**src/sv/rwhp_pkg.sv**
```systemverilog
package rwhp_pkg;

    typedef struct packed {
        logic [7:0] in_byte;
        logic       end_of_file;
    } in_item_t;

    typedef struct packed {
        logic [1:0]         result_kind;
        logic [2:0]         error_code;
        logic [15:0]        channel_count;
        logic [30:0]        sample_rate;
        logic [1:0]         sample_width;
        logic [30:0]        frame_count;
        logic signed [15:0] sample_value;
        logic               end_of_data;
    } out_item_t;

    localparam logic [1:0] KIND_HEADER = 2'd0;
    localparam logic [1:0] KIND_SAMPLE = 2'd1;
    localparam logic [1:0] KIND_ERROR  = 2'd2;

    localparam logic [2:0] ERR_NO_RIFF   = 3'd1;
    localparam logic [2:0] ERR_NO_FMT    = 3'd2;
    localparam logic [2:0] ERR_NOT_PCM   = 3'd3;
    localparam logic [2:0] ERR_BAD_BITS  = 3'd4;
    localparam logic [2:0] ERR_NO_DATA   = 3'd5;
    localparam logic [2:0] ERR_ZERO      = 3'd6;
    localparam logic [2:0] ERR_NEG_LEN   = 3'd7;

    localparam logic [31:0] TAG_RIFF = 32'h4646_4952;
    localparam logic [31:0] TAG_WAVE = 32'h4556_4157;
    localparam logic [31:0] TAG_FMT  = 32'h2074_6D66;
    localparam logic [31:0] TAG_DATA = 32'h6174_6164;

    // commands from controller to datapath
    typedef struct packed {
        logic shift_name;   // shift byte into chunk name
        logic shift_word;   // shift byte into gather word
        logic clear_word;
        logic cnt_clear;
        logic cnt_inc;
        logic cnt_dec;
        logic cnt_load_skip;
        logic cnt_load_excess;
        logic save_fmt_len;
        logic save_channels;
        logic save_rate;
        logic save_width;
        logic save_data_len;
        logic data_dec;
        logic hold_low;
        logic div_start;
        logic reset_all;
    } rwhp_cmd_t;

    // status from datapath to controller
    typedef struct packed {
        logic [3:0]  cnt_low;       // low bits of byte counter
        logic        cnt_zero;
        logic        cnt_one;       // counter equals one
        logic        name_is_fmt;
        logic        name_is_data;
        logic        pre_ok;        // RIFF and WAVE both match
        logic        len_neg;       // next gather word bit 31
        logic        skip_zero;     // padded skip length is zero
        logic        fmt_tag_pcm;   // next word upper half == 1
        logic [15:0] next_upper;    // upper half of next gather word
        logic        fmt_long;      // format length > 16
        logic        width_two;
        logic        chan_zero;
        logic        data_one;      // data remaining equals one
        logic        data_zero;
        logic        cnt_odd;
        logic        div_busy;
        logic        div_done;
        logic        frames_zero;
    } rwhp_stat_t;

endpackage

```
**src/sv/rwhp_divider.sv**
```systemverilog
module rwhp_divider (
    input  logic        clk,
    input  logic        rst_n,
    input  logic        start,
    input  logic [31:0] dividend,
    input  logic [15:0] divisor,
    output logic        busy,
    output logic        done,
    output logic [31:0] quotient
);
    logic [31:0] quo_reg, quo_next;
    logic [16:0] rem_reg, rem_next;
    logic [15:0] dvs_reg;
    logic [5:0]  cnt_reg, cnt_next;
    logic        busy_reg, busy_next;
    logic        done_reg, done_next;
    logic [16:0] trial;
    logic [16:0] shifted;

    // one quotient bit a cycle, restoring
    always_comb
    begin
        shifted    = {rem_reg[15:0], quo_reg[31]};
        trial      = shifted - {1'b0, dvs_reg};
        quo_next   = quo_reg;
        rem_next   = rem_reg;
        cnt_next   = cnt_reg;
        busy_next  = busy_reg;
        done_next  = 1'b0;
        if (start)
        begin
            quo_next  = dividend;
            rem_next  = '0;
            cnt_next  = 6'd32;
            busy_next = 1'b1;
        end
        else if (busy_reg)
        begin
            if (!trial[16])
            begin
                rem_next = trial;
                quo_next = {quo_reg[30:0], 1'b1};
            end
            else
            begin
                rem_next = shifted;
                quo_next = {quo_reg[30:0], 1'b0};
            end
            cnt_next = cnt_reg - 6'd1;
            if (cnt_reg == 6'd1)
            begin
                busy_next = 1'b0;
                done_next = 1'b1;
            end
        end
    end

    always_ff @(posedge clk or negedge rst_n)
    begin
        if (!rst_n)
        begin
            cnt_reg  <= '0;
            busy_reg <= 1'b0;
            done_reg <= 1'b0;
        end
        else
        begin
            cnt_reg  <= cnt_next;
            busy_reg <= busy_next;
            done_reg <= done_next;
        end
    end

    always_ff @(posedge clk)
    begin
        quo_reg <= quo_next;
        rem_reg <= rem_next;
        if (start)
            dvs_reg <= divisor;
    end

    assign busy     = busy_reg;
    assign done     = done_reg;
    assign quotient = quo_reg;
endmodule

```
**src/sv/rwhp_datapath.sv**
```systemverilog
module rwhp_datapath (
    input  logic                clk,
    input  logic                rst_n,
    input  logic [7:0]          in_byte,
    input  rwhp_pkg::rwhp_cmd_t cmd,
    output rwhp_pkg::rwhp_stat_t stat,
    output logic [15:0]         channels,
    output logic [31:0]         rate,
    output logic [1:0]          width,
    output logic [31:0]         frames,
    output logic [7:0]          low_byte
);
    logic [31:0] cnt_reg, cnt_next;
    logic [31:0] word_reg, word_next;
    logic [31:0] name_reg, name_next;
    logic [30:0] flen_reg, flen_next;
    logic [15:0] chan_reg, chan_next;
    logic [31:0] rate_reg, rate_next;
    logic [1:0]  width_reg, width_next;
    logic [30:0] drem_reg, drem_next;
    logic [7:0]  low_reg, low_next;
    logic [31:0] word_shift;
    logic [31:0] name_shift;
    logic [31:0] skip_len;
    logic [31:0] len_by_width;
    logic        div_busy;
    logic        div_done;
    logic [31:0] div_quo;

    assign word_shift   = {in_byte, word_reg[31:8]};
    assign name_shift   = {in_byte, name_reg[31:8]};
    assign skip_len     = (word_shift + 32'd1) & ~32'd1;
    // the divider starts on the last data header byte, so take the length
    // straight from the byte being shifted in
    assign len_by_width = {1'b0, word_shift[30:0]};

    always_comb
    begin
        cnt_next   = cnt_reg;
        word_next  = word_reg;
        name_next  = name_reg;
        flen_next  = flen_reg;
        chan_next  = chan_reg;
        rate_next  = rate_reg;
        width_next = width_reg;
        drem_next  = drem_reg;
        low_next   = low_reg;
        if (cmd.shift_name)
            name_next = name_shift;
        if (cmd.shift_word)
            word_next = word_shift;
        if (cmd.clear_word)
            word_next = '0;
        if (cmd.cnt_clear)
            cnt_next = '0;
        if (cmd.cnt_inc)
            cnt_next = cnt_reg + 32'd1;
        if (cmd.cnt_dec)
            cnt_next = cnt_reg - 32'd1;
        if (cmd.cnt_load_skip)
            cnt_next = skip_len;
        if (cmd.cnt_load_excess)
            cnt_next = {1'b0, flen_reg} - 32'd16;
        if (cmd.save_fmt_len)
            flen_next = word_shift[30:0];
        if (cmd.save_channels)
            chan_next = word_shift[31:16];
        if (cmd.save_rate)
            rate_next = word_shift;
        if (cmd.save_width)
            width_next = word_shift[20] ? 2'd2 : 2'd1;
        if (cmd.save_data_len)
            drem_next = word_shift[30:0];
        if (cmd.data_dec)
            drem_next = drem_reg - 31'd1;
        if (cmd.hold_low)
            low_next = in_byte;
        if (cmd.reset_all)
        begin
            cnt_next   = '0;
            word_next  = '0;
            name_next  = '0;
            flen_next  = '0;
            chan_next  = '0;
            rate_next  = '0;
            width_next = '0;
            drem_next  = '0;
            low_next   = '0;
        end
    end

    always_ff @(posedge clk or negedge rst_n)
    begin
        if (!rst_n)
        begin
            cnt_reg   <= '0;
            word_reg  <= '0;
            name_reg  <= '0;
            flen_reg  <= '0;
            chan_reg  <= '0;
            rate_reg  <= '0;
            width_reg <= '0;
            drem_reg  <= '0;
            low_reg   <= '0;
        end
        else
        begin
            cnt_reg   <= cnt_next;
            word_reg  <= word_next;
            name_reg  <= name_next;
            flen_reg  <= flen_next;
            chan_reg  <= chan_next;
            rate_reg  <= rate_next;
            width_reg <= width_next;
            drem_reg  <= drem_next;
            low_reg   <= low_next;
        end
    end

    // frames = (len / width) / channels; width is 1 or 2, so a shift
    rwhp_divider u_div (
        .clk      (clk),
        .rst_n    (rst_n),
        .start    (cmd.div_start),
        .dividend (width_reg[1] ? (len_by_width >> 1) : len_by_width),
        .divisor  (chan_reg),
        .busy     (div_busy),
        .done     (div_done),
        .quotient (div_quo)
    );

    always_comb
    begin
        stat.cnt_low      = cnt_reg[3:0];
        stat.cnt_zero     = (cnt_reg == 32'd0);
        stat.cnt_one      = (cnt_reg == 32'd1);
        stat.name_is_fmt  = (name_reg == rwhp_pkg::TAG_FMT);
        stat.name_is_data = (name_reg == rwhp_pkg::TAG_DATA);
        stat.pre_ok       = (name_reg == rwhp_pkg::TAG_RIFF)
                            && (word_shift == rwhp_pkg::TAG_WAVE);
        stat.len_neg      = word_shift[31];
        stat.skip_zero    = (skip_len == 32'd0);
        stat.fmt_tag_pcm  = (word_shift[31:16] == 16'd1);
        stat.next_upper   = word_shift[31:16];
        stat.fmt_long     = (flen_reg > 31'd16);
        stat.width_two    = (width_reg == 2'd2);
        stat.chan_zero    = (chan_reg == 16'd0) || (width_reg == 2'd0);
        stat.data_one     = (drem_reg == 31'd1);
        stat.data_zero    = (drem_reg == 31'd0);
        stat.cnt_odd      = cnt_reg[0];
        stat.div_busy     = div_busy;
        stat.div_done     = div_done;
        stat.frames_zero  = (div_quo == 32'd0);
    end

    assign channels = chan_reg;
    assign rate     = rate_reg;
    assign width    = width_reg;
    assign frames   = div_quo;
    assign low_byte = low_reg;
endmodule

```
**src/sv/rwhp_control.sv**
```systemverilog
module rwhp_control (
    input  logic                 clk,
    input  logic                 rst_n,
    input  logic                 in_valid,
    output logic                 in_ready,
    input  rwhp_pkg::in_item_t   in_data,
    output logic                 out_valid,
    input  logic                 out_ready,
    output rwhp_pkg::out_item_t  out_data,
    output rwhp_pkg::rwhp_cmd_t  cmd,
    input  rwhp_pkg::rwhp_stat_t stat,
    input  logic [15:0]          channels,
    input  logic [31:0]          rate,
    input  logic [1:0]           width,
    input  logic [31:0]          frames,
    input  logic [7:0]           low_byte
);
    typedef enum logic [3:0] {
        ST_PREAMBLE,
        ST_FMT_HDR,
        ST_FMT_SKIP,
        ST_FMT_BODY,
        ST_FMT_EXCESS,
        ST_DATA_HDR,
        ST_DATA_SKIP,
        ST_DIVIDE,
        ST_SAMPLES,
        ST_DONE
    } state_t;

    state_t              state_reg, state_next;
    logic                ovalid_reg, ovalid_next;
    rwhp_pkg::out_item_t odata_reg, odata_next;
    logic                eof_pend_reg, eof_pend_next;
    logic                accept;
    logic                slot_free;
    logic                emit;
    logic                err;
    rwhp_pkg::out_item_t res;
    logic [15:0]         bits;

    assign slot_free = !ovalid_reg || out_ready;
    // one result slot; hold off input while the divider runs
    assign in_ready  = slot_free && (state_reg != ST_DIVIDE);
    assign accept    = in_valid && in_ready;
    assign bits      = stat.next_upper;

    always_comb
    begin
        cmd           = '0;
        state_next    = state_reg;
        eof_pend_next = eof_pend_reg;
        emit          = 1'b0;
        err           = 1'b0;
        res           = '0;
        ovalid_next   = ovalid_reg && !out_ready;
        odata_next    = odata_reg;

        if (state_reg == ST_DIVIDE)
        begin
            if (stat.div_done && slot_free)
            begin
                if (stat.frames_zero)
                begin
                    res.result_kind = rwhp_pkg::KIND_ERROR;
                    res.error_code  = rwhp_pkg::ERR_ZERO;
                    err             = 1'b1;
                    state_next      = ST_DONE;
                end
                else
                begin
                    res.result_kind   = rwhp_pkg::KIND_HEADER;
                    res.channel_count = channels;
                    res.sample_rate   = rate[30:0];
                    res.sample_width  = width;
                    res.frame_count   = frames[30:0];
                    state_next        = ST_SAMPLES;
                end
                emit = 1'b1;
                if (eof_pend_reg)
                begin
                    // the data header byte carried end of file
                    if (!err)
                    begin
                        res            = '0;
                        res.result_kind = rwhp_pkg::KIND_ERROR;
                        res.error_code  = rwhp_pkg::ERR_NO_DATA;
                    end
                    cmd.reset_all = 1'b1;
                    state_next    = ST_PREAMBLE;
                end
                eof_pend_next = 1'b0;
            end
        end
        else if (accept)
        begin
            case (state_reg)
                ST_PREAMBLE:
                begin
                    if (stat.cnt_low < 4'd4)
                        cmd.shift_name = 1'b1;
                    else
                        cmd.shift_word = 1'b1;
                    cmd.cnt_inc = 1'b1;
                    if (stat.cnt_low == 4'd11)
                    begin
                        cmd.cnt_inc   = 1'b0;
                        cmd.cnt_clear = 1'b1;
                        if (stat.pre_ok)
                            state_next = ST_FMT_HDR;
                        else
                        begin
                            res.result_kind = rwhp_pkg::KIND_ERROR;
                            res.error_code  = rwhp_pkg::ERR_NO_RIFF;
                            emit = 1'b1; err = 1'b1;
                            state_next = ST_DONE;
                        end
                    end
                end
                ST_FMT_HDR, ST_DATA_HDR:
                begin
                    if (stat.cnt_low < 4'd4)
                        cmd.shift_name = 1'b1;
                    else
                        cmd.shift_word = 1'b1;
                    cmd.cnt_inc = 1'b1;
                    if (stat.cnt_low == 4'd7)
                    begin
                        cmd.cnt_inc   = 1'b0;
                        cmd.cnt_clear = 1'b1;
                        if (stat.len_neg)
                        begin
                            res.result_kind = rwhp_pkg::KIND_ERROR;
                            res.error_code  = rwhp_pkg::ERR_NEG_LEN;
                            emit = 1'b1; err = 1'b1;
                            state_next = ST_DONE;
                        end
                        else if (state_reg == ST_FMT_HDR && stat.name_is_fmt)
                        begin
                            cmd.save_fmt_len = 1'b1;
                            cmd.shift_word   = 1'b0;
                            cmd.clear_word   = 1'b1;
                            state_next       = ST_FMT_BODY;
                        end
                        else if (state_reg == ST_DATA_HDR && stat.name_is_data)
                        begin
                            cmd.save_data_len = 1'b1;
                            if (stat.chan_zero)
                            begin
                                res.result_kind = rwhp_pkg::KIND_ERROR;
                                res.error_code  = rwhp_pkg::ERR_ZERO;
                                emit = 1'b1; err = 1'b1;
                                state_next = ST_DONE;
                            end
                            else
                                state_next = ST_DIVIDE;
                        end
                        else if (!stat.skip_zero)
                        begin
                            cmd.cnt_clear     = 1'b0;
                            cmd.cnt_load_skip = 1'b1;
                            state_next = (state_reg == ST_FMT_HDR) ? ST_FMT_SKIP
                                                                  : ST_DATA_SKIP;
                        end
                    end
                end
                ST_FMT_SKIP, ST_DATA_SKIP, ST_FMT_EXCESS:
                begin
                    if (!stat.cnt_zero)
                        cmd.cnt_dec = 1'b1;
                    if (stat.cnt_zero || stat.cnt_one)
                        state_next = (state_reg == ST_FMT_SKIP) ? ST_FMT_HDR
                                                               : ST_DATA_HDR;
                end
                ST_FMT_BODY:
                begin
                    cmd.shift_word = 1'b1;
                    cmd.cnt_inc    = 1'b1;
                    if (stat.cnt_low == 4'd1)
                    begin
                        if (!stat.fmt_tag_pcm)
                        begin
                            res.result_kind = rwhp_pkg::KIND_ERROR;
                            res.error_code  = rwhp_pkg::ERR_NOT_PCM;
                            emit = 1'b1; err = 1'b1;
                            state_next = ST_DONE;
                        end
                    end
                    else if (stat.cnt_low == 4'd3)
                        cmd.save_channels = 1'b1;
                    else if (stat.cnt_low == 4'd7)
                        cmd.save_rate = 1'b1;
                    else if (stat.cnt_low == 4'd15)
                    begin
                        cmd.cnt_inc   = 1'b0;
                        cmd.cnt_clear = 1'b1;
                        if (bits != 16'd8 && bits != 16'd16)
                        begin
                            res.result_kind = rwhp_pkg::KIND_ERROR;
                            res.error_code  = rwhp_pkg::ERR_BAD_BITS;
                            emit = 1'b1; err = 1'b1;
                            state_next = ST_DONE;
                        end
                        else
                        begin
                            cmd.save_width = 1'b1;
                            if (stat.fmt_long)
                            begin
                                cmd.cnt_clear       = 1'b0;
                                cmd.cnt_load_excess = 1'b1;
                                state_next          = ST_FMT_EXCESS;
                            end
                            else
                                state_next = ST_DATA_HDR;
                        end
                    end
                end
                ST_SAMPLES:
                begin
                    if (stat.data_zero)
                        state_next = ST_DONE;
                    else
                    begin
                        cmd.data_dec = 1'b1;
                        res.result_kind  = rwhp_pkg::KIND_SAMPLE;
                        res.sample_width = width;
                        if (!stat.width_two)
                        begin
                            res.sample_value = {8'd0, in_data.in_byte};
                            res.end_of_data  = stat.data_one;
                            emit = 1'b1;
                        end
                        else if (!stat.cnt_odd)
                        begin
                            cmd.hold_low = 1'b1;
                            cmd.cnt_inc  = 1'b1;
                            res.sample_value = {8'd0, in_data.in_byte};
                            res.end_of_data  = 1'b1;
                            emit = stat.data_one;
                        end
                        else
                        begin
                            cmd.cnt_inc = 1'b1;
                            res.sample_value = {in_data.in_byte, low_byte};
                            res.end_of_data  = stat.data_one;
                            emit = 1'b1;
                        end
                        if (stat.data_one)
                            state_next = ST_DONE;
                    end
                end
                default:
                begin
                end
            endcase

            if (in_data.end_of_file)
            begin
                if (state_next == ST_DIVIDE)
                    eof_pend_next = 1'b1;
                else
                begin
                    if (!err && state_next != ST_DONE)
                    begin
                        res = '0;
                        res.result_kind = rwhp_pkg::KIND_ERROR;
                        if (state_next == ST_PREAMBLE)
                            res.error_code = rwhp_pkg::ERR_NO_RIFF;
                        else if (state_next == ST_FMT_HDR || state_next == ST_FMT_SKIP
                                 || state_next == ST_FMT_BODY)
                            res.error_code = rwhp_pkg::ERR_NO_FMT;
                        else
                            res.error_code = rwhp_pkg::ERR_NO_DATA;
                        emit = 1'b1;
                    end
                    cmd = '0;
                    cmd.reset_all = 1'b1;
                    state_next    = ST_PREAMBLE;
                end
            end
            if (state_next == ST_DIVIDE)
                cmd.div_start = 1'b1;
        end

        if (emit)
        begin
            ovalid_next = 1'b1;
            odata_next  = res;
        end
    end

    always_ff @(posedge clk or negedge rst_n)
    begin
        if (!rst_n)
        begin
            state_reg    <= ST_PREAMBLE;
            ovalid_reg   <= 1'b0;
            eof_pend_reg <= 1'b0;
        end
        else
        begin
            state_reg    <= state_next;
            ovalid_reg   <= ovalid_next;
            eof_pend_reg <= eof_pend_next;
        end
    end

    always_ff @(posedge clk)
    begin
        odata_reg <= odata_next;
    end

    assign out_valid = ovalid_reg;
    assign out_data  = odata_reg;
endmodule

```
**src/sv/riff_wave_header_parser_top.sv**
```systemverilog
// RIFF/WAVE PCM header parser.
// Input channel (in_valid/in_ready/in_data) takes one file byte per
// transaction together with an end-of-file flag on the last byte.
// Output channel (out_valid/out_ready/out_data) gives at most one result
// per byte: header info when the data chunk header ends, then one audio
// sample per sample (16-bit little-endian or raw 8-bit), or an error code.
// Each result is registered and shows in the cycle after its byte.
// Throughput: one byte per cycle while the output register drains. At the
// data chunk header the frame count division runs in a bit-serial divider;
// the header info is registered once the divider is done, and input is
// held until then.
// After an error, bytes are dropped up to the end-of-file byte; after the
// end-of-file byte the state returns to its reset value for the next file.
// A stalled receiver holds the result register, which in turn holds off
// input; nothing is lost or repeated.
// Reset (rst_n low) clears all parsing state and empties the output.
module riff_wave_header_parser_top (
    input  logic                clk,
    input  logic                rst_n,
    input  logic                in_valid,
    output logic                in_ready,
    input  rwhp_pkg::in_item_t  in_data,
    output logic                out_valid,
    input  logic                out_ready,
    output rwhp_pkg::out_item_t out_data
);
    rwhp_pkg::rwhp_cmd_t  cmd;
    rwhp_pkg::rwhp_stat_t stat;
    logic [15:0] channels;
    logic [31:0] rate;
    logic [1:0]  width;
    logic [31:0] frames;
    logic [7:0]  low_byte;

    rwhp_control u_ctrl (
        .clk       (clk),
        .rst_n     (rst_n),
        .in_valid  (in_valid),
        .in_ready  (in_ready),
        .in_data   (in_data),
        .out_valid (out_valid),
        .out_ready (out_ready),
        .out_data  (out_data),
        .cmd       (cmd),
        .stat      (stat),
        .channels  (channels),
        .rate      (rate),
        .width     (width),
        .frames    (frames),
        .low_byte  (low_byte)
    );

    rwhp_datapath u_dp (
        .clk      (clk),
        .rst_n    (rst_n),
        .in_byte  (in_data.in_byte),
        .cmd      (cmd),
        .stat     (stat),
        .channels (channels),
        .rate     (rate),
        .width    (width),
        .frames   (frames),
        .low_byte (low_byte)
    );
endmodule
```
**config.mk**
```make
export PLATFORM = sky130hd
export DESIGN_NAME = riff_wave_header_parser_top
export DESIGN_NICKNAME = d
export VERILOG_FILES = /design/src/sv/rwhp_pkg.sv /design/src/sv/rwhp_divider.sv /design/src/sv/rwhp_datapath.sv /design/src/sv/rwhp_control.sv /design/src/sv/riff_wave_header_parser_top.sv
export SDC_FILE = /design/constraint.sdc
export NUM_CORES = 1
export LEC_CHECK = 0
export ABC_AREA = 1
export BUFFER_PORTS_ARGS = -buffer_cell sky130_fd_sc_hd__buf_2
export CAP_MARGIN = 40
export CORE_MARGIN = 1.5
export CORE_UTILIZATION = 45
export DETAILED_ROUTE_END_ITERATION = 8
export PLACE_DENSITY_LB_ADDON = 0.05
export SYNTH_ARGS = -nofsm -noshare
export SYNTH_HDL_FRONTEND = slang
export SYNTH_SLANG_ARGS = --single-unit
```
**constraint.sdc**
```tcl
create_clock -name clk -period 8.8 [get_ports clk]
set_input_delay 1.76 -clock clk [delete_from_list [all_inputs] [get_ports clk]]
set_output_delay 1.76 -clock clk [all_outputs]
set_load 0.01 [all_outputs]
```
==> results of run 1 <==
## logic make-up (layout without fill, tap and decap cells)
logic type | Yosys count | after routing | synth area share (%)
AND/OR/NAND/NOR | 1436 | 1436 | 27.6
buffers and inverters | 478 | 556 | 8.61
AO/OA/AOI/OAI | 449 | 449 | 11.2
adder cells (fa/ha/maj) | 28 | 28 | 1.61
flip-flops | 387 | 387 | 46.6
XOR/XNOR | 113 | 113 | 4.45
## metrics by stage
stage	total power (W)	cells
detailed placement	0.00682	3551
floorplan	0.00561	2891
global placement	0.00676	3544
finish	0.00870	3633
global route	0.00932	3633
CTS	0.00870	3633
## tightest hold or removal path: cells and delay by family, from the launching register on
kind	cells	cell delay (ps)
AND/OR/NAND/NOR	2	100
flip-flops	1	340
## cells in the mapped netlist (4+ instances only)
library cell / count / area [sq um]
a21boi_0: 4 / 30.0
a21oi_1: 62 / 310
a31oi_1: 4 / 25.0
and3_1: 4 / 25.0
buf_2: 41 / 205
buf_4: 9 / 67.6
clkbuf_1: 84 / 315
clkbuf_2: 10 / 50.1
clkinv_1: 5 / 18.8
dfrtp_1: 221 / 5530
dfxtp_1: 16 / 320
edfxtp_1: 150 / 4500
ha_1: 27 / 338
inv_1: 317 / 1190
inv_2: 6 / 22.5
nand2_1: 724 / 2720
nand3_1: 215 / 1080
nand4_1: 53 / 332
nor2_1: 316 / 1190
nor2_2: 6 / 37.5
nor3_1: 50 / 250
nor3b_1: 6 / 45.0
nor4_1: 46 / 288
o211ai_1: 43 / 323
o21ai_0: 235 / 1180
o21ai_1: 36 / 180
o22ai_1: 47 / 294
xnor2_1: 23 / 201
xor2_1: 90 / 788
## where the power goes
group,total (W),switching [W],internal [W]
logic,0.00383,0.00253,0.00131
clock network,0.00185,0.000787,0.00107
registers,0.00301,0.000568,0.00245
total,0.00870,0.00388,0.00482
## layer usage
metal | share of wire, % | up-vias | GRT usage (%)
met1 | 47 | 9676 | 46.5
met5 | 0 | - | 0
met4 | 2.5 | 0 | 7.95
li1 | - | 9616 | -
met3 | 6.9 | 124 | 4.29
met2 | 44 | 785 | 47.1
## layout make-up
| cell class | instances | area, sq um |
|---|---|---|
| fill | 4924 | 24100 |
| sequential | 387 | 10400 |
| multi-input combinational | 2026 | 9990 |
| clock buffer | 60 | 1250 |
| inverter | 328 | 1230 |
| timing repair buffer | 146 | 880 |
| tap | 664 | 831 |
| clock inverter | 22 | 215 |
## path summary, 6_finish.rpt
check | start | end | slack, ps | cells after the start
worst max-delay path | in_data[5] | u_dp.flen_reg[24]$_DFFE_PN0P_ | 2950 | 17
worst min-delay path | u_dp.name_reg[5]$_DFFE_PN0P_ | u_dp.name_reg[5]$_DFFE_PN0P_ | 470 | 2
worst max register to register | u_dp.word_reg[9]$_DFFE_PN0P_ | u_dp.flen_reg[24]$_DFFE_PN0P_ | 3290 | 24
worst min register to register | u_dp.name_reg[5]$_DFFE_PN0P_ | u_dp.name_reg[5]$_DFFE_PN0P_ | 470 | 2
max in group asynchronous | rst_n | u_dp.name_reg[20]$_DFFE_PN0P_ | 6170 | 2
min in group asynchronous | rst_n | u_dp.u_div.cnt_reg[0]$_DFFE_PN0P_ | 1160 | 1
==> metrics list, run 1 <==
- Summed over all cells, the static leakage comes to 11.0 nW.
* Worst setup SP type: primary input
- The initial antenna violation count was 0.
- Die area: 50700 sq um
- At the end of routability-driven placement, the weighted congestion stood at 0.950.
* Vias per Instance: 5.56
- Cells after Synth: 2891
* Async set-or-reset flop fraction in the synthesized netlist: 57.1%
- Worst setup skew after layout: 27.2 ps
- Max FFs per register: 102
* Data required time of the critical path: 9300 ps
* RSZ-0062 raised after global routing: false
* Max-slew violation count: 0
* Vias in the first global route: 19100
* Delay-heaviest family, CP: simple AND/OR/NAND/NOR gates
* First-pass iteration count of the detailed router: 6
* Post-Syn Nets: 2932
- Height of the die: 225 microns
* Post-detailed-route wirelength per cell: 21.5 microns
- At the end of the flow the core is filled with cells to 50.7%.
- The number of buffers and inverters on the critical path is 5.
- Post-CTS timing repair inserted 0 buffers for setup.
* Average cell area after synthesis: 7.69 sq um
- First DRT Iteration DRCs: 2110
* Clock root buffer: clkbuf_16
- Compared with the post-synthesis result, the final layout area differs by 11.4%.
* Crit path DAT: 6350 ps
- The library cells used most frequently in the layout, excluding fill and tap cells, are nand2_1 (723), inv_1 (317), nor2_1 (316), o21ai_0 (235), dfrtp_1 (221).
- Total number of nets in the final design: 2974
- Once the floorplan was initialized, standard cells occupied 45.5% of the core.
- Dividing the final minimum period by the clock period gives 66.5%.
- In this run the worst path has a maximum fanout of 46.
- Number of H-tree levels: 2
- Maximum achievable frequency: 171 MHz
- 117 I/O pins were placed.
- Post-route design area: 24800 sq um
* Number of enable-type register cells in the synthesized netlist: 150
- At the placement stage, the worst setup path has a slack of 2480 ps.
- Yosys mapped the design onto 54 distinct sky130hd cell types.
- Detailed routing inserted a total of 20200 vias.
* Total of warnings raised by yosys: 0
* Die width: 225 microns
- In this run the core area contains 81 standard-cell rows.
- List of cells traversed by the critical path: buf_2 > inv_1 > nand2_1 > nor4_2 > nand3_1 > nor2_1 > nor3_1 > a21oi_2 > nand4_2 > inv_2 > nand2_2 > nand3_4 > nand2_4 > inv_2 > buf_4 > nand2_1 > o21ai_0
- Transition time at the pin with the least slew margin: 857 ps
- The first global-routing pass estimated 119000 microns of wire.
- Setup total negative slack on the finished layout was measured at 0 ps.
- Number of clock sinks: 387
* Most common cell after layout, fill and taps aside: nand2_1
* Final antenna diode count: 0
- Clk Latency, worst-skew pair: 600 ps
* Commonest register cell after synthesis: dfrtp_1
* Relative max-transition margin: 42.8%
- The worst setup path is of the in2reg kind.
- The worst setup path is captured at a flip-flop.
* Routed Antenna Nets: 0
* DRC viols: 0
- Total routing usage reported by global routing: 31.0%
* PnR worst setup slack: 2950 ps
- Core Area: 48800 sq um
* Reported max-cap violation count: 0
- Cell at the slowest stage of the critical path: nor4_2
* Number of register bits inferred by synthesis: 387
- Class of the most critical hold timing path: reg2reg
* Count of endpoints failing setup in the final report: 0
- Global routing finished with a remaining overflow of 0.
* Maximum number of buffers from clock root to sink: 3
- The placed instances occupy a cell area of 23300 sq um.
- For this run, the slowest stage of the critical path takes 630 ps.
- The number of failing hold endpoints at the final stage came to 0.
- Once detailed placement completed, the half-perimeter wirelength came to 59100 microns.
- CTS clock-pin slew for the worst setup and hold paths: 60 ps
* Share of post-route cells with drive strength above 1: 8.45%
- IR analysis of the VDD net gives a maximum drop of 0.000238 V.
- The worst path in the final design needs a cycle of 5850 ps, including I/O delays and setup.
* Outcome: completed
- Counting the buffers created by CTS gives 44.
- Routed WL: 78200 microns
- For this run, the register share of the synthesized area comes to 46.6%.
- TritonCTS clock tree: built
- Buffers inserted to repair hold after CTS numbered 0.
- After clock tree synthesis, the repair step resized 0 gates.
* Total power density per cell area: 351 nW/um^2
* Post-Syn Area: 22200 sq um
- In this run the tool buffered the top-level ports with 116 buffer cells.
- Entering global routing, the biggest net connects 102 pins.
- Across all hold checks on the routed design, the worst slack comes to 469 ps.
(Power assumes the default switching activity.)
==> run 2, diff against run 1 <==
- ABC_AREA: 1 -> 0
- clock period: 8.8 -> 5.4 ns (I/O delays scaled with it)
==> run 2 against run 1 <==
Effect of this change: setup slack got worse by 2500 ps; global-route usage is 3.0 points lower; clock-buffer cell count fell by 7; sequential power is 14% higher; largest cell class unchanged; critical endpoint is now u_dp.cnt_reg[31]$_DFFE_PN0P_; largest power group is now registers.
==> metrics list, run 2 <==
- Number of cells traversed by the worst register-to-register path: 15 (-38%)
- Cell leakage power: 9.84 nW (-11%)
- Cells after Synth: 2277 (-21%)
- The post-cts resize count was 0 (unchanged).
- Vias per Instance: 5.93 (+6.7%)
* Post-Syn Area: 21200 sq um (-4.8%)
- The number of buffer and inverter instances along the worst setup path was 2 (-3).
- Commonest register cell after synthesis: dfrtp_1
* Total number of nets in the final design: 2431 (-18%)
- In this run the critical register-to-register path is captured at u_dp.cnt_reg[31]$_DFFE_PN0P_.
- The die height is 220 microns (-2.4%).
* Detailed-placement wirelength estimate: 47400 microns (-20%)
- The maximum net fanout on the critical path came to 11 (-76%).
- The run finished with clean final reports.
- Total of warnings raised by yosys: 0 (unchanged)
- The sequential area share after synthesis came to 48.9% (+2.3 points).
- The average wire per standard cell was 22.3 microns (+3.5%).
- Layout overhead on the synthesized area: 15.7%
- The total length of routed wires came to 67500 microns (-14%).
- The number of global-route vias before repair was 17200 (-9.9%).
- The clock transition at the register clock pins on the worst setup and hold paths after CTS came to 60 ps (about the same).
* Clk Latency, worst-skew pair: 580 ps (-20 ps)
- Critical Path End Type: flip-flop
* Setup slack of the most critical reg-to-reg path: 410 ps (-2880 ps)
* Top-Level Pins: 117 (unchanged)
* Total setup buffers inserted after CTS: 0 (unchanged)
- The total global-route track usage was 28.0% (-3.0 points).
* Data required time of the critical path: 5880 ps (-3420 ps)
- Number of filler instances in the final layout: 4316 (-12%)
- The worst register-to-register path begins at u_dp.word_reg[8]$_DFFE_PN0P_.
* Minimum period implied by the final worst setup slack: 4990 ps
- Max IR drop VDD: 0.000233 V (-1.9%)
- Top library cells by usage in the layout, fill and taps aside: nand2_1 (316), dfrtp_1 (220), nor2_1 (218), a21oi_1 (181), edfxtp_1 (150)
* Number of register bits inferred by synthesis: 387 (unchanged)
* Delay of the slowest cell on the worst path: 650 ps (+20 ps)
- Delay-heaviest family, CP: simple AND/OR/NAND/NOR gates
- The net count after synthesis came to 2318 (-21%).
* Max FFs per register: 102 (unchanged)
- TritonCTS clock tree: built
* Total congestion overflow: 0 (unchanged)
* Most instantiated library cell after synthesis: nand2_1
* Area fraction of the dominant cell type after synthesis: 26.1% (+1.2 points)
* Number of placement rows: 79 (-2.5%)
* Reported max-cap violation count: 0 (unchanged)
- The fraction of layout cells with a size suffix above 1 is 14.1% (+5.6 points).
- Number of buffers created by CTS: 44 (unchanged)
- Die width: 220 microns (-2.4%)
- The initial core utilization came to 45.6% (+0.059 points).
- The worst setup path is launched from a flip-flop.
- Largest cells by area after synthesis: dfrtp_1 (26%), edfxtp_1 (21%), nand2_1 (5.6%)
- Post-layout utilization of the core: 52.7% (+2.1 points)
- Leaving out fill and tap cells, the most frequent cell in the layout is nand2_1.
- List of cells traversed by the critical path: ha_1 > nand3_1 > or3_1 > buf_4 > nor4_2 > mux2_2 > o21ai_0 > nand4_1 > a21oi_1 > nand3_1 > a32o_4 > nor2_1 > buf_4 > o21ai_0 > o211ai_1
- The number of I/O port buffers is 116 (unchanged).
- The arrival time at the worst endpoint was 5470 ps (-880 ps).
- The worst setup path is of the reg2reg kind.
- Maximum achievable frequency: 201 MHz
- The maximum number of pins on one net before global-route repair is 79 (-23%).
- The biggest area contributor in the post-synthesis netlist is dfrtp_1.
* RePlAce Congestion: 0.976 (+2.7%)
- Die area: 48300 sq um (-4.7%)
* Most numerous cell types in the synthesized netlist: nand2_1 (317), dfrtp_1 (221), nor2_1 (218)
- The maximum root-to-sink buffer count is 3 (unchanged).
- Max-slew violation count: 0 (unchanged)
- The slowest stage of the critical path belongs to the cell nor2_1.
* Worst setup skew after layout: 19.2 ps (-8.01 ps)
- TNS Setup: 0 ps (unchanged)
* Relative max-transition margin: 45.9% (+3.0 points)
- Antenna violations before repair: 0 (unchanged)
- First DRT Iteration DRCs: 1503 (-29%)
- The total number of H-tree levels was 2 (unchanged).
- Transition time at the pin with the least slew margin: 801 ps (-56.7 ps)
* Average cell area after synthesis: 9.30 sq um (+21%)
- Number of enable-type register cells in the synthesized netlist: 150 (unchanged)
- The number of sinks on the clock net is 387 (unchanged).
- The cell area power density is 339 nW/um^2 (-3.5%).
* Routed Antenna Nets: 0 (unchanged)
- Setup repair after global routing left no endpoint under its margin.
- Path length in cells of the critical path: 15 (-2)
- The tightest min-delay check is of the in2async type.
- CTS Hold Buffers Added: 0 (unchanged)
- The area inside the core boundary was 46500 sq um (-4.9%).
- Cell variety after synth: 88 (+63%)
- DRC viols: 0 (unchanged)
* Crit share post-route: 92.3%
- CTS placed an instance of clkbuf_16 at the clock tree root.
- The total setup violations reported at the end of the flow is 0 (unchanged).
- The share of async-settable or async-resettable flops after synthesis came to 57.1% (unchanged).
- DR vias: 18000 (-11%)
* First-pass iteration count of the detailed router: 7 (+1)
- Hold Vio Cnt, Final: 0 (unchanged)
- The first-pass GRT wire length came to 103000 microns (-13%).
## run 2: layout make-up
| cell class | count | area, sq um | area share (%) |
|---|---|---|---|
| Clock buffer | 53 | 1180 | 4.80 |
| Tap cell | 607 | 759 | 3.10 |
| Clock inverter | 28 | 335 | 1.37 |
| Multi-Input combinational cell | 1679 | 10100 | 41.1 |
| Sequential cell | 387 | 10400 | 42.3 |
| Inverter | 45 | 169 | 0.690 |
| Antenna cell | 1 | 2.50 | 0.0102 |
| Timing Repair Buffer | 233 | 1640 | 6.69 |
## run 2: cells by family after synthesis
family	share of synthesized area, %
and+or+nand+nor	22.3
muxes	3.80
adders and majority gates	1.69
buffers and inverters	3.95
xor gates and xnor gates	3.97
DFF	48.9
AOI/OAI and AO/OA	15.4
## run 2: worst max-delay path by stage
stage	slack, ps	endpoint	startpoint
2_1_floorplan	-1670	u_ctrl.out_data[0]$_SDFFCE_PP0P_	u_dp.drem_reg[7]$_DFFE_PN0P_
4_1_cts	430	u_dp.cnt_reg[31]$_DFFE_PN0P_	u_dp.word_reg[9]$_DFFE_PN0P_
3_5_place_dp	300	u_dp.cnt_reg[31]$_DFFE_PN0P_	in_data[3]
6_report	410	u_dp.cnt_reg[31]$_DFFE_PN0P_	u_dp.word_reg[8]$_DFFE_PN0P_
5_1_grt	160	u_dp.cnt_reg[31]$_DFFE_PN0P_	u_dp.word_reg[8]$_DFFE_PN0P_
3_3_place_gp	390	u_dp.cnt_reg[21]$_DFFE_PN0P_	in_data[8]
## run 2: stage by stage
step           worst slack (ps)  area, sq um  power, W  hold WS [ps]  cells
3_5_place_dp                304        23000   0.00518           484   2951
4_1_cts                     427        24500   0.00835           455   3032
6_report                    414        24500   0.00831           448   3033
3_3_place_gp                391        23000   0.00518           477   2949
5_1_grt                     164        24500   0.00862           486   3032
2_1_floorplan             -1670        21200   0.00441           455   2277
## run 2: report_power, final
part	internal (W)	switching [W]
Combinational	0.000589	0.00113
Sequential	0.00321	0.000232
Clock	0.00189	0.00126
## run 2: routing by layer
layer | up-vias | GRT usage, % | routed length, microns
met5 | - | 0 | 0
met4 | 0 | 10.7 | 2490
met3 | 154 | 3.51 | 3810
met2 | 685 | 44.6 | 31200
met1 | 8760 | 39.0 | 30000
li1 | 8392 | - | -
